==> src/hw/rtl/pba_pkg.sv <==
// pba_pkg: shared types and constants of the page bitmap allocator.
// Command, status and register codes, beat structs of both channels.
// No dependencies.
package pba_pkg;

	localparam int ADDR_W    = 48;
	localparam int LEN_W     = 32;
	localparam int PCNT_W    = 13;
	localparam int PSHIFT_W  = 5;
	localparam int CFG_IDX_W = 2;

	// commands
	localparam logic [1:0] CMD_ALLOC_ANY   = 2'd0;
	localparam logic [1:0] CMD_ALLOC_AT    = 2'd1;
	localparam logic [1:0] CMD_FREE        = 2'd2;
	localparam logic [1:0] CMD_ALLOC_RANGE = 2'd3;

	// status codes
	localparam logic [1:0] ST_OK      = 2'd0;
	localparam logic [1:0] ST_RANGE   = 2'd1;
	localparam logic [1:0] ST_NOSPACE = 2'd2;

	// register indexes
	localparam logic [CFG_IDX_W-1:0] CFG_BASE_ADDRESS = 2'd0;
	localparam logic [CFG_IDX_W-1:0] CFG_PAGE_COUNT   = 2'd1;
	localparam logic [CFG_IDX_W-1:0] CFG_PAGE_SHIFT   = 2'd2;

	localparam logic [PCNT_W-1:0]   PAGE_COUNT_RST = 13'd4096;
	localparam logic [PSHIFT_W-1:0] PAGE_SHIFT_RST = 5'd12;

	typedef struct packed {
		logic [1:0]        cmd;
		logic [ADDR_W-1:0] address;
		logic [LEN_W-1:0]  length_bytes;
	} req_t;

	typedef struct packed {
		logic [1:0]        status;
		logic [ADDR_W-1:0] result_address;
	} rsp_t;

	// word unit status flags
	typedef struct packed {
		logic all_ones;
		logic none;
	} wu_flags_t;

endpackage

==> src/hw/rtl/pba_word_unit.sv <==
// pba_word_unit: shared per-word logic: valid masking, lowest free bit,
// full/empty flags and bit-range set/clear. Depends on pba_pkg.
module pba_word_unit #(
	parameter int WORD_BITS = 32
) (
	input  logic [WORD_BITS-1:0]         word,
	input  logic [$clog2(WORD_BITS):0]   limit,
	input  logic [$clog2(WORD_BITS)-1:0] lo,
	input  logic [$clog2(WORD_BITS)-1:0] hi,
	input  logic                         set_bits,
	output logic [WORD_BITS-1:0]         masked,
	output logic [WORD_BITS-1:0]         updated,
	output logic [$clog2(WORD_BITS)-1:0] first,
	output pba_pkg::wu_flags_t           flags
);
	import pba_pkg::*;

	localparam int BIT_W = $clog2(WORD_BITS);
	localparam int LIM_W = BIT_W + 1;

	logic [WORD_BITS-1:0] sel;

	// bits at or above limit lie past the window: treated as used
	always_comb begin
		masked = '0;
		sel    = '0;
		for (int i = 0; i < WORD_BITS; i++) begin
			if (LIM_W'(i) < limit) masked[i] = word[i];
			if (BIT_W'(i) >= lo && BIT_W'(i) <= hi) sel[i] = 1'b1;
		end
	end

	// lowest set bit
	always_comb begin
		first = '0;
		for (int i = WORD_BITS - 1; i >= 0; i--) begin
			if (masked[i]) first = BIT_W'(i);
		end
	end

	assign updated        = set_bits ? (word | sel) : (word & ~sel);
	assign flags.all_ones = &masked;
	assign flags.none     = ~|masked;

endmodule

==> config.mk <==
export PLATFORM = sky130hd
export DESIGN_NAME = pba_word_unit
export DESIGN_NICKNAME = d
export VERILOG_FILES = /design/src/hw/rtl/pba_pkg.sv /design/src/hw/rtl/pba_word_unit.sv
export SDC_FILE = /design/constraint.sdc
export NUM_CORES = 1
export LEC_CHECK = 0
export ABC_CLOCK_PERIOD_IN_PS = 1900
export BUFFER_PORTS_ARGS = -buffer_cell sky130_fd_sc_hd__buf_2
export CAP_MARGIN = 20
export CORE_MARGIN = 5
export CORE_UTILIZATION = 40
export DETAILED_ROUTE_END_ITERATION = 6
export PLACE_DENSITY = 0.78
export SYNTH_ARGS = -nofsm -noshare
export SYNTH_HDL_FRONTEND = slang
export SYNTH_SLANG_ARGS = --single-unit
==> constraint.sdc <==
create_clock -name vclk -period 1.9
set_clock_uncertainty 0.05 [all_clocks]
set_input_delay 0.19 -clock vclk [all_inputs]
set_output_delay 0.19 -clock vclk [all_outputs]
set_load 0.01 [all_outputs]
==> results of run 1 <==
-- per-layer routing --
| metal | track usage [%] | vias to the layer above | wire length [µm] |
|---|---|---|---|
| met4 | 9.12 | 0 | 763 |
| li1 | - | 1651 | - |
| met2 | 53.5 | 367 | 5570 |
| met1 | 41.7 | 1738 | 4410 |
| met5 | 0 | - | 0 |
| met3 | 3.77 | 92 | 1460 |
-- cell usage after synthesis (2+ instances only) --
cell type	number	area share [%]
buf_6	3	1.7
buf_2	7	1.7
o31ai_1	6	2.2
nor2_1	25	4.6
o211a_1	3	1.5
o21ai_0	31	7.7
a31oi_1	6	1.9
a211o_1	2	0.87
inv_1	22	4.1
nor3_1	10	2.5
and3_1	2	0.62
o21bai_1	2	0.74
and2_1	3	0.93
a311oi_1	4	1.7
o21ai_1	2	0.50
a21boi_0	2	0.74
o211ai_1	5	1.9
nor4_1	4	1.2
o311ai_0	3	1.3
nand2b_1	4	1.2
o2111ai_1	3	1.3
nand2_1	32	6.0
nand3_1	14	3.5
a211oi_1	7	2.6
nand4_1	6	1.9
mux2_2	31	17
nor2b_1	8	2.5
o21a_1	6	2.2
a221oi_1	3	1.3
or2_2	5	1.5
a21oi_1	22	5.5
or3_1	4	1.2
o221ai_1	2	0.87
clkbuf_1	16	3.0
o22ai_1	2	0.62
-- cell type report --
| cell class | instances | area [µm²] |
|---|---|---|
| fillers | 323 | 865 |
| multi-input cells | 278 | 2130 |
| inverters | 22 | 82.6 |
| repair buffers | 233 | 1660 |
| well taps | 67 | 83.8 |
-- power by group --
| part | switching (mW) | internal (mW) |
|---|---|---|
| clock network | 0 | 0 |
| registers | 0 | 0 |
| logic | 0.556 | 0.501 |
-- placed cells by master (no fill, tap or decap), types with 6 or more instances in the layout --
cell type  instances
nand3_1           12
nor2_1            21
a211oi_1           7
mux2_2            31
nand2_1           30
buf_2            111
nor3_1             7
nor2b_1            6
buf_4            101
o21ai_0           22
buf_6              9
inv_1             20
nand4_1            6
a21oi_1           19
-- cells by family after synthesis --
family / count (synthesis)
and+or+nand+nor: 126
AOI/OAI and AO/OA: 121
buffers and inverters: 49
muxes: 31
-- worst min-delay path by stage --
| stage | cells past startpoint | slack, ns | startpoint | end |
|---|---|---|---|---|
| 6_report | 3 | 0.68 | word[23] | updated[23] |
| 5_1_grt | 3 | 0.70 | word[23] | updated[23] |
| 3_3_place_gp | 3 | 0.67 | word[23] | updated[23] |
| 4_1_cts | 3 | 0.68 | word[9] | updated[9] |
| 2_1_floorplan | 2 | 0.45 | word[0] | masked[0] |
| 3_5_place_dp | 3 | 0.68 | word[9] | updated[9] |
-- stage by stage --
stage	setup TNS [ns]	instance area (µm²)	power (mW)
finish	-1.61	3950	1.06
global route	-2.99	3950	1.11
CTS	-1.00	3600	0.912
detailed placement	-2.30	3280	0.826
global placement	-2.15	3280	0.815
floorplan	-0.111	2060	0.421
-- what timing repair did --
item | CTS | global route
pin swaps | 11 | 25
setup endpoints to repair | 7 | 9
cloned | 1 | 1
hold buffers | 0 | 0
buffers inserted | 7 | 13
resized for setup | 60 | 55
==> metrics.txt, run 1 <==
Net Count, Synth=376; Syn Inst Count=between 300 and 400; Post-DP HPWL=a little over 8000 µm; critical path depth in cells=10; largest net degree at the start of global routing=33; largest family of logic cells by synthesized area=compound AO/OA/AOI/OAI gates; post-route ant nets=0; core box area=around 0.0048 mm²; CP max stage delay=0.26 ns; crit path DAT=just under 2 ns; antenna cells=0; number of global-route vias before repair=3425; Critical Path RT=between 1.5 and 2 ns; Placed Instances=between 500 and 600; kind of cell adding the most delay to the critical path=compound AO/OA/AOI/OAI gates; Iter 0 DRT Violations=587; CP Launch Point=limit[1]; Peak VDD IR=around 0.17 mV; Seq/Total Area, Yosys=0%; nature of the critical path endpoint=primary output; YS warnings=0; P_leak=1.89 nW; crit path to=first[0]; sequential cells=0; wire length of the first global-routing pass=16700 µm; max_cap viols=0; All-Layer GR Usage=a little under a third; Synth Area per Inst=between 6 and 7 µm²; Port Buf Inserts=120; Layout area overhead=95.8%; IO Count=120; Tcrit/Tclk final=116%; final core occ=roughly 82%; Compound-Gate Fraction of Synth Area=39.9%; status=complete, but fails checks; worst setup margin=-0.303 ns; Max Clock Freq=about 450 MHz; Worst-Margin Slew=~0.48 ns; Yosys cell types=55; router iterations before antenna repair=5; WHS=~0.7 ns; WS Path Type=input port to primary output; Initial Utilization=a little over two fifths; final-report max-slew violation count=0; adder-cell share of the synthesized area=0%; Nets=approximately 580; grt ovf=0; routed wire length=about 12000 µm; Die Area=between 0.006 and 0.007 mm²; Final Hold Vio Count=0; CP cell instances=buf_12, buf_12, buf_6, a21oi_4, o2bb2ai_2, a31oi_1, o211ai_1, a311oi_2, o221a_2, buf_6; FF+latch area=0 µm²; row count=25; mux cell area share after synthesis=17.3%; fraction of layout cells with a size suffix above 1=between 60% and 70%; Critical Path Fanout Max=7; max_slew headroom=between 60 and 70%; Worst setup SP type=input port; final setup fails=7; Final Non-Filler Cells=600; CP Buf/Inv Count=4; via/cell ratio=6.41; CP max stage cell=a311oi_2; failing checks=setup timing; DRC viols=0; min cycle time layout=around 2.2 ns; Place WS=-0.370 ns; post-synthesis instance area=a little over 0.002 mm²; Hold WC Path Type=input port to primary output; clock buffers=0; Die H=between 80 and 90 µm; die width=between 80 and 90 µm; Simple-Gate Fraction of Synth Area=31.9%; RSZ-0062 raised after global routing=yes; Synth Area in XOR/XNOR=0%; per-cell routed wire length=~20 µm; PwrDens=roughly 270 mW/mm²; initial antenna violation count=0; Via Count=between 3000 and 4000; GPL Wtd Cong=around 1
(Power assumes the default switching activity.)
==> inputs of run 2 (changes only) <==
--- a/config.mk
+++ b/config.mk
@@ -5,13 +5,15 @@
 export SDC_FILE = /design/constraint.sdc
 export NUM_CORES = 1
 export LEC_CHECK = 0
+export ABC_AREA = 1
 export ABC_CLOCK_PERIOD_IN_PS = 1900
 export BUFFER_PORTS_ARGS = -buffer_cell sky130_fd_sc_hd__buf_2
 export CAP_MARGIN = 20
 export CORE_MARGIN = 5
 export CORE_UTILIZATION = 40
 export DETAILED_ROUTE_END_ITERATION = 6
-export PLACE_DENSITY = 0.78
+export PLACE_DENSITY = 0.81
+export SETUP_SLACK_MARGIN = 0.5
 export SYNTH_ARGS = -nofsm -noshare
 export SYNTH_HDL_FRONTEND = slang
 export SYNTH_SLANG_ARGS = --single-unit
==> run 2 against run 1 <==
  * The run now fails in global routing (5_1_grt)
  * Synthesized cell count increased by 15%
  * Synthesized area is 13% lower
==> metrics.txt, run 2 <==
status=did not finish (was complete, but fails checks); Last stage=global routing (5_1_grt); Stop Error=[ERROR DPL-0038] Utilization greater than 100%, impossible to legalize; most numerous cell in the Yosys netlist=nand2_1 (unchanged); Initial Utilization=40.8% (was 41.9%); die width=76.2 µm (was 81.0 µm); Syn Inst Count=375 (was 327); Worst EP kind=primary output; leading area contributor after synthesis=nand2_1 (was mux2_2); Seq/Total Area, Yosys=0% (unchanged); IO Count=120 (unchanged); post-synthesis instance area=0.00175 mm² (was 0.00202 mm²); GPL Wtd Cong=1.03 (was 0.993); row count=24 (was 25); placed cell areas=0.00314 mm² (was 0.00328 mm²); CTS Hold Bufs=0 (unchanged); Synth Area per Inst=4.67 µm² (was 6.17 µm²); Port Buf Inserts=120 (unchanged); commonest cells in the netlist=nand2_1, inv_1, o21ai_0 (was nand2_1, mux2_2, o21ai_0); Die H=76.2 µm (was 81.0 µm); YS warnings=0 (unchanged); Yosys cell types=34 (was 55); Post-DP HPWL=7900 µm (was 8060 µm); GRT worst endpoint=first[0]; largest net degree at the start of global routing=33; top post-synthesis cells by area=nand2_1, inv_1, o21ai_0, nor2_1, o211ai_1 (was mux2_2, o21ai_0, nand2_1, a21oi_1, nor2_1); top-area cell type share of the netlist area=23.4% (was 17.3%); Net Count, Synth=424 (was 376)
==> run 2: cell count changes after synthesis, sizes merged, moves of 5 or more <==
cell and delta:
a21oi -7, buf -10, clkbuf -12, inv +56, mux2 -31, nand2 +79
nor2 +14, nor2b -8, o211ai +8, o21a -5, o21ai +20, o31ai -6
or2 -5
==> run 2: per-stage QoR <==
stage          util (%)  hold WS, ns  std cells  setup WS (ns)
3_5_place_dp       73.0        0.643        631         -0.693
2_1_floorplan         -        0.424        375         -0.253
4_1_cts            88.2        0.647        658         -0.582
3_3_place_gp       73.0        0.643        631         -0.615
==> run 2: repair_timing <==
action	4_1_cts
gates resized for setup	144
setup buffers	27
pin swaps	42
setup endpoints to repair	58
==> run 2: cell families after synthesis <==
family / count (synthesis) / synth area share (%)
buffers and inverters: 85 / 18.3
AOI/OAI and AO/OA: 99 / 34.1
and+or+nand+nor: 191 / 47.6
==> inputs of run 3 (changes only) <==
--- a/config.mk
+++ b/config.mk
@@ -6,14 +6,13 @@
 export NUM_CORES = 1
 export LEC_CHECK = 0
 export ABC_AREA = 1
-export ABC_CLOCK_PERIOD_IN_PS = 1900
+export ABC_CLOCK_PERIOD_IN_PS = 2500
 export BUFFER_PORTS_ARGS = -buffer_cell sky130_fd_sc_hd__buf_2
 export CAP_MARGIN = 20
 export CORE_MARGIN = 5
-export CORE_UTILIZATION = 40
+export CORE_UTILIZATION = 25
 export DETAILED_ROUTE_END_ITERATION = 6
-export PLACE_DENSITY = 0.81
-export SETUP_SLACK_MARGIN = 0.5
+export PLACE_DENSITY_LB_ADDON = 0.15
 export SYNTH_ARGS = -nofsm -noshare
 export SYNTH_HDL_FRONTEND = slang
 export SYNTH_SLANG_ARGS = --single-unit
==> constraint.sdc (replaced) <==
create_clock -name vclk -period 2.5
set_clock_uncertainty 0.05 [all_clocks]
set_input_delay 0.25 -clock vclk [all_inputs]
set_output_delay 0.25 -clock vclk [all_outputs]
set_load 0.01 [all_outputs]
==> run 3 against run 2 <==
  * Synthesized area stayed put
  * Synthesized cell count stayed put
  * The flow now finishes, with violations (setup timing)
==> metrics.txt, run 3 <==
status=complete, but fails checks (was did not finish); failing checks=setup timing; GPL Wtd Cong=1.02 (was 1.03); Simple-Gate Fraction of Synth Area=47.6% (unchanged); commonest cells after routing, fill and taps aside=buf_2, nand2_1, buf_4; max_slew headroom=a little under three fifths; Layout area overhead=92.4%; via/cell ratio=4.88; Compound-Gate Fraction of Synth Area=34.1% (unchanged); Seq/Total Area, Yosys=0% (unchanged); number of global-route vias before repair=between 2000 and 3000; Synth Area per Inst=4.67 µm² (unchanged); WS Path Type=input port to primary output; Peak VDD IR=just over 0.08 mV; post-synthesis instance area=0.00175 mm² (unchanged); CP max stage delay=about 0.14 ns; Worst setup SP type=input port; Die H=93.7 µm (was 76.2 µm); DRC viols=0; Yosys cell types=34 (unchanged); Syn Inst Count=375 (unchanged); CTS Hold Bufs=0 (unchanged); RSZ-0062 raised after global routing=yes; commonest cells in the netlist=nand2_1, inv_1, o21ai_0 (unchanged); max_cap viols=0; Critical Path Fanout Max=6; row count=30 (was 24); FF+latch area=0 µm²; Tcrit/Tclk final=104%; Tot Pwr=about 0.68 mW; Hold WC Path Type=input port to primary output; crit path DAT=~2.3 ns; Initial Utilization=25.8% (was 40.8%); min cycle time layout=2.59 ns; final setup fails=5; Via Count=approximately 3200; sequential cells=0; Synth Area in XOR/XNOR=0% (unchanged); post-route ant nets=0; adder-cell share of the synthesized area=0% (unchanged); wire length of the first global-routing pass=roughly 15000 µm; Iter 0 DRT Violations=261; Nets=616; initial antenna violation count=0; YS warnings=0 (unchanged); Max Clock Freq=about 390 MHz; Critical Path RT=2.20 ns; IO Count=120 (unchanged); Port Buf Inserts=120 (unchanged); nature of the critical path endpoint=primary output; leading area contributor after synthesis=nand2_1 (unchanged); antenna cells=0; core box area=0.00679 mm²; clock buffers=0; P_leak=approximately 1.9 nW; CP max stage cell=a21oi_4; router iterations before antenna repair=5; most numerous cell in the Yosys netlist=nand2_1 (unchanged); top-area cell type share of the netlist area=23.4% (unchanged); most common cell after layout, fill and taps aside=buf_2; largest family of logic cells by synthesized area=simple AND/OR/NAND/NOR gates (unchanged); final-report max-slew violation count=0; Final Hold Vio Count=0; mux cell area share after synthesis=0% (unchanged); routed wire length=10200 µm; PwrDens=201 mW/mm²; grt ovf=0; Post-DP HPWL=8420 µm (was 7900 µm); WHS=0.758 ns; top post-synthesis cells by area=nand2_1, inv_1, o21ai_0, nor2_1, o211ai_1 (unchanged); die width=93.7 µm (was 76.2 µm); Worst Hold Depth=4; fraction of layout cells with a size suffix above 1=46.2%; per-cell routed wire length=about 15 µm; final core occ=approximately 50%; Die Area=a little under 0.009 mm²; largest net degree at the start of global routing=21; All-Layer GR Usage=about a fifth; Net Count, Synth=424 (unchanged); Worst-Margin Slew=between 0.6 and 0.7 ns; Most Frequent Cell on Critical Path=nand2_1; worst setup margin=-0.0898 ns
==> run 3: metal layers <==
metal  global-route usage, %  vias to the layer above  share of wire, %
met3                    2.00                        6               7.4
li1                        -                     1618                 -
met4                    1.81                        0              0.81
met5                       0                        -                 0
met1                    30.9                     1447                46
met2                    34.7                      154                46
==> run 3: cell families after synthesis <==
family / count (synthesis)
buf+inv: 85
compound gates: 99
simple gates: 191
==> run 3: worst paths after layout <==
kind	start	end	slack, ns
worst max-delay path	limit[5]	first[0]	-0.09
worst min-delay path	word[7]	updated[7]	0.76
==> run 3: where the power goes <==
part	total, mW	internal [mW]	switching [mW]
combinational	0.676	0.287	0.389
clock	0	0	0
sequential	0	0	0
total	0.676	0.287	0.389
==> run 3: stage by stage <==
step	cell area, µm²	worst slack (ns)	TNS [ns]	std cells
6_report	3370	-0.0898	-0.189	661
5_1_grt	3370	-0.401	-1.17	661
4_1_cts	2990	-0.0879	-0.118	652
3_5_place_dp	2920	-0.145	-0.202	648
3_3_place_gp	2920	-0.108	-0.151	648
2_1_floorplan	1750	0.152	0	375
==> run 3: critical path: cells and delay by family <==
kind                   cells  cell delay [ns]
and+or+nand+nor           27             1.36
buffers and inverters      4             0.42
AOI/OAI and AO/OA          2             0.24
==> run 3: cell type report <==
cell class         instances  area, µm²
fillers                  765       3430
inverters                 80        320
well taps                 96        120
repair buffers           195       1260
multi-input cells        290       1660
==> run 3: repair_timing <==
action                                  in CTS  in global routing
endpoints found under the setup margin       4                  6
pin swaps                                    7                 45
gates resized for setup                     16                 87
cloned                                       0                  0
hold endpoints to repair                     0                  0
setup buffers                                4                 11
==> inputs of run 4 (changes only) <==
--- a/config.mk
+++ b/config.mk
@@ -9,10 +9,13 @@
 export ABC_CLOCK_PERIOD_IN_PS = 2500
 export BUFFER_PORTS_ARGS = -buffer_cell sky130_fd_sc_hd__buf_2
 export CAP_MARGIN = 20
+export CELL_PAD_IN_SITES_DETAIL_PLACEMENT = 1
+export CELL_PAD_IN_SITES_GLOBAL_PLACEMENT = 1
 export CORE_MARGIN = 5
 export CORE_UTILIZATION = 25
 export DETAILED_ROUTE_END_ITERATION = 6
 export PLACE_DENSITY_LB_ADDON = 0.15
+export SETUP_SLACK_MARGIN = 0.5
 export SYNTH_ARGS = -nofsm -noshare
 export SYNTH_HDL_FRONTEND = slang
 export SYNTH_SLANG_ARGS = --single-unit
==> run 4 against run 3 <==
  * The flow still finishes with violations (setup timing)
  * Global-route usage grew 3.1 points
  * Wire length grew 12%
  * Combinational power grew 0.6%
  * Fmax shrank 3.4%
  * Critical path depth is the same
  * Final cell count grew 0.30%
  * Count of clock-buffer cells in the layout is the same
  * Worst setup slack lost 0.090 ns
  * Final area shrank 1.1%
  * Sequential share of layout area is the same
  * Largest cell class unchanged
==> metrics.txt, run 4 (synthesis results as in run 3) <==
status=complete, but fails checks (unchanged); failing checks=setup timing (unchanged); FF+latch area=0 µm² (unchanged); GPL Wtd Cong=0.922 (was 1.02); Worst Hold Depth=4 (unchanged); number of global-route vias before repair=3341 (was 2946); Critical Path RT=2.20 ns (about the same); worst hold path startpoint=word[7] (unchanged); crit path DAT=2.38 ns (was 2.29 ns); worst setup margin=-0.180 ns (was -0.0898 ns); Nets=618 (was 616); IO Count=120 (unchanged); grt met2 use=42.6% (was 34.7%); via/cell ratio=5.00 (was 4.88); kind of cell adding the most delay to the critical path=simple AND/OR/NAND/NOR gates (unchanged); CP max stage delay=0.22 ns (was 0.14 ns); CTS Hold Bufs=0 (unchanged); Worst setup SP type=input port (unchanged); met3 GRT Util=2.00% (unchanged); Hold WC Path Type=input port to primary output (unchanged); Critical Path Fanout Max=4 (was 6); antenna cells=0 (unchanged); row count=30 (unchanged); Final Non-Filler Cells=663 (was 661); core box area=0.00679 mm² (unchanged); Max Clock Freq=373 MHz (was 386 MHz); router iterations before antenna repair=4 (was 5); Via Count=3315 (was 3225); All-Layer GR Usage=24.3% (was 21.1%); WS Path Type=input port to primary output (unchanged); max_cap viols=0 (unchanged); Top Usage Layer GRT=met2 (unchanged); WHS=0.765 ns (was 0.758 ns); final core occ=49.0% (was 49.6%); clock buffers=0 (unchanged); Peak VDD IR=0.0805 mV (was 0.0826 mV); fraction of layout cells with a size suffix above 1=46.0% (was 46.2%); met1 Use GR=32.6% (was 30.9%); commonest cells after routing, fill and taps aside=buf_2, nand2_1, buf_4 (unchanged); CP max stage cell=or2_1 (was a21oi_4); PwrDens=204 mW/mm² (was 201 mW/mm²); design area=0.00333 mm² (was 0.00337 mm²); Die Area=0.00878 mm² (unchanged); Port Buf Inserts=120 (unchanged); die width=93.7 µm (unchanged); grt ovf=0 (unchanged); initial antenna violation count=0 (unchanged); Die H=93.7 µm (unchanged); final setup fails=2 (was 5); CP Buf/Inv Count=2 (was 4); largest net degree at the start of global routing=21 (unchanged); # fillers=999 (was 765); Final Hold Vio Count=0 (unchanged); Tot Pwr=0.680 mW (was 0.676 mW); Tcrit/Tclk final=107% (was 104%); min cycle time layout=2.68 ns (was 2.59 ns); max_slew headroom=53.3% (was 55.9%); Initial Utilization=25.8% (unchanged); Layout area overhead=90.4% (was 92.4%); Min-Delay Endpoint=updated[7] (unchanged); P_leak=1.91 nW (was 1.92 nW); multi-input logic area=0.00162 mm² (was 0.00166 mm²); Iter 0 DRT Violations=198 (was 261); most common cell after layout, fill and taps aside=buf_2 (unchanged); post-route ant nets=0 (unchanged); RSZ-0062 raised after global routing=yes (unchanged); wire length of the first global-routing pass=17000 µm (was 15000 µm); DRC viols=0 (unchanged); Placed Instances=646 (was 648); placed cell areas=0.00296 mm² (was 0.00292 mm²); Worst-Margin Slew=0.696 ns (was 0.656 ns); Post-DP HPWL=9170 µm (was 8420 µm); nature of the critical path endpoint=primary output (unchanged); Most Frequent Cell on Critical Path=nand2_1 (unchanged); sequential cells=0 (unchanged); per-cell routed wire length=17.2 µm (was 15.4 µm); final-report max-slew violation count=0 (unchanged); routed wire length=11400 µm (was 10200 µm)
[run 4: report_power, final]
group | internal [mW] | switching [mW]
combinational | 0.284 | 0.396
sequential | 0 | 0
clock | 0 | 0
total | 0.284 | 0.396
[run 4: cell type report]
cell class / count / area share (%)
Timing Repair Buffer: 197 / 38.0
Tap cell: 96 / 3.60
Multi-Input combinational cell: 290 / 48.6
Inverter: 80 / 9.80
[run 4: worst max path at each step]
stage          startpoint       end  cells after the start
6_report         limit[5]  first[0]                     33
5_1_grt          limit[5]  first[0]                     33
4_1_cts          limit[5]  first[0]                     33
3_5_place_dp     limit[5]  first[0]                     33
3_3_place_gp     limit[5]  first[0]                     33
2_1_floorplan    limit[5]  first[0]                     31
[run 4: metrics by stage]
step	TNS [ns]	worst slack, ns
2_1_floorplan	0	0.227
3_3_place_gp	-0.188	-0.184
3_5_place_dp	-0.409	-0.270
4_1_cts	-0.0822	-0.0822
5_1_grt	-0.836	-0.504
6_report	-0.184	-0.180
[run 4: what timing repair did]
item / CTS / global route
buffers inserted: 16 / 1
endpoints found under the setup margin: 7 / 11
endpoints found under the hold margin: 0 / 0
pin swaps: 19 / 10
gates resized for setup: 47 / 25
[run 4: layer usage]
metal / vias up / share of wire [%]
li1: 1627 / -
met1: 1529 / 44
met2: 140 / 47
met5: - / 0
met4: 0 / 2.0
met3: 19 / 6.4
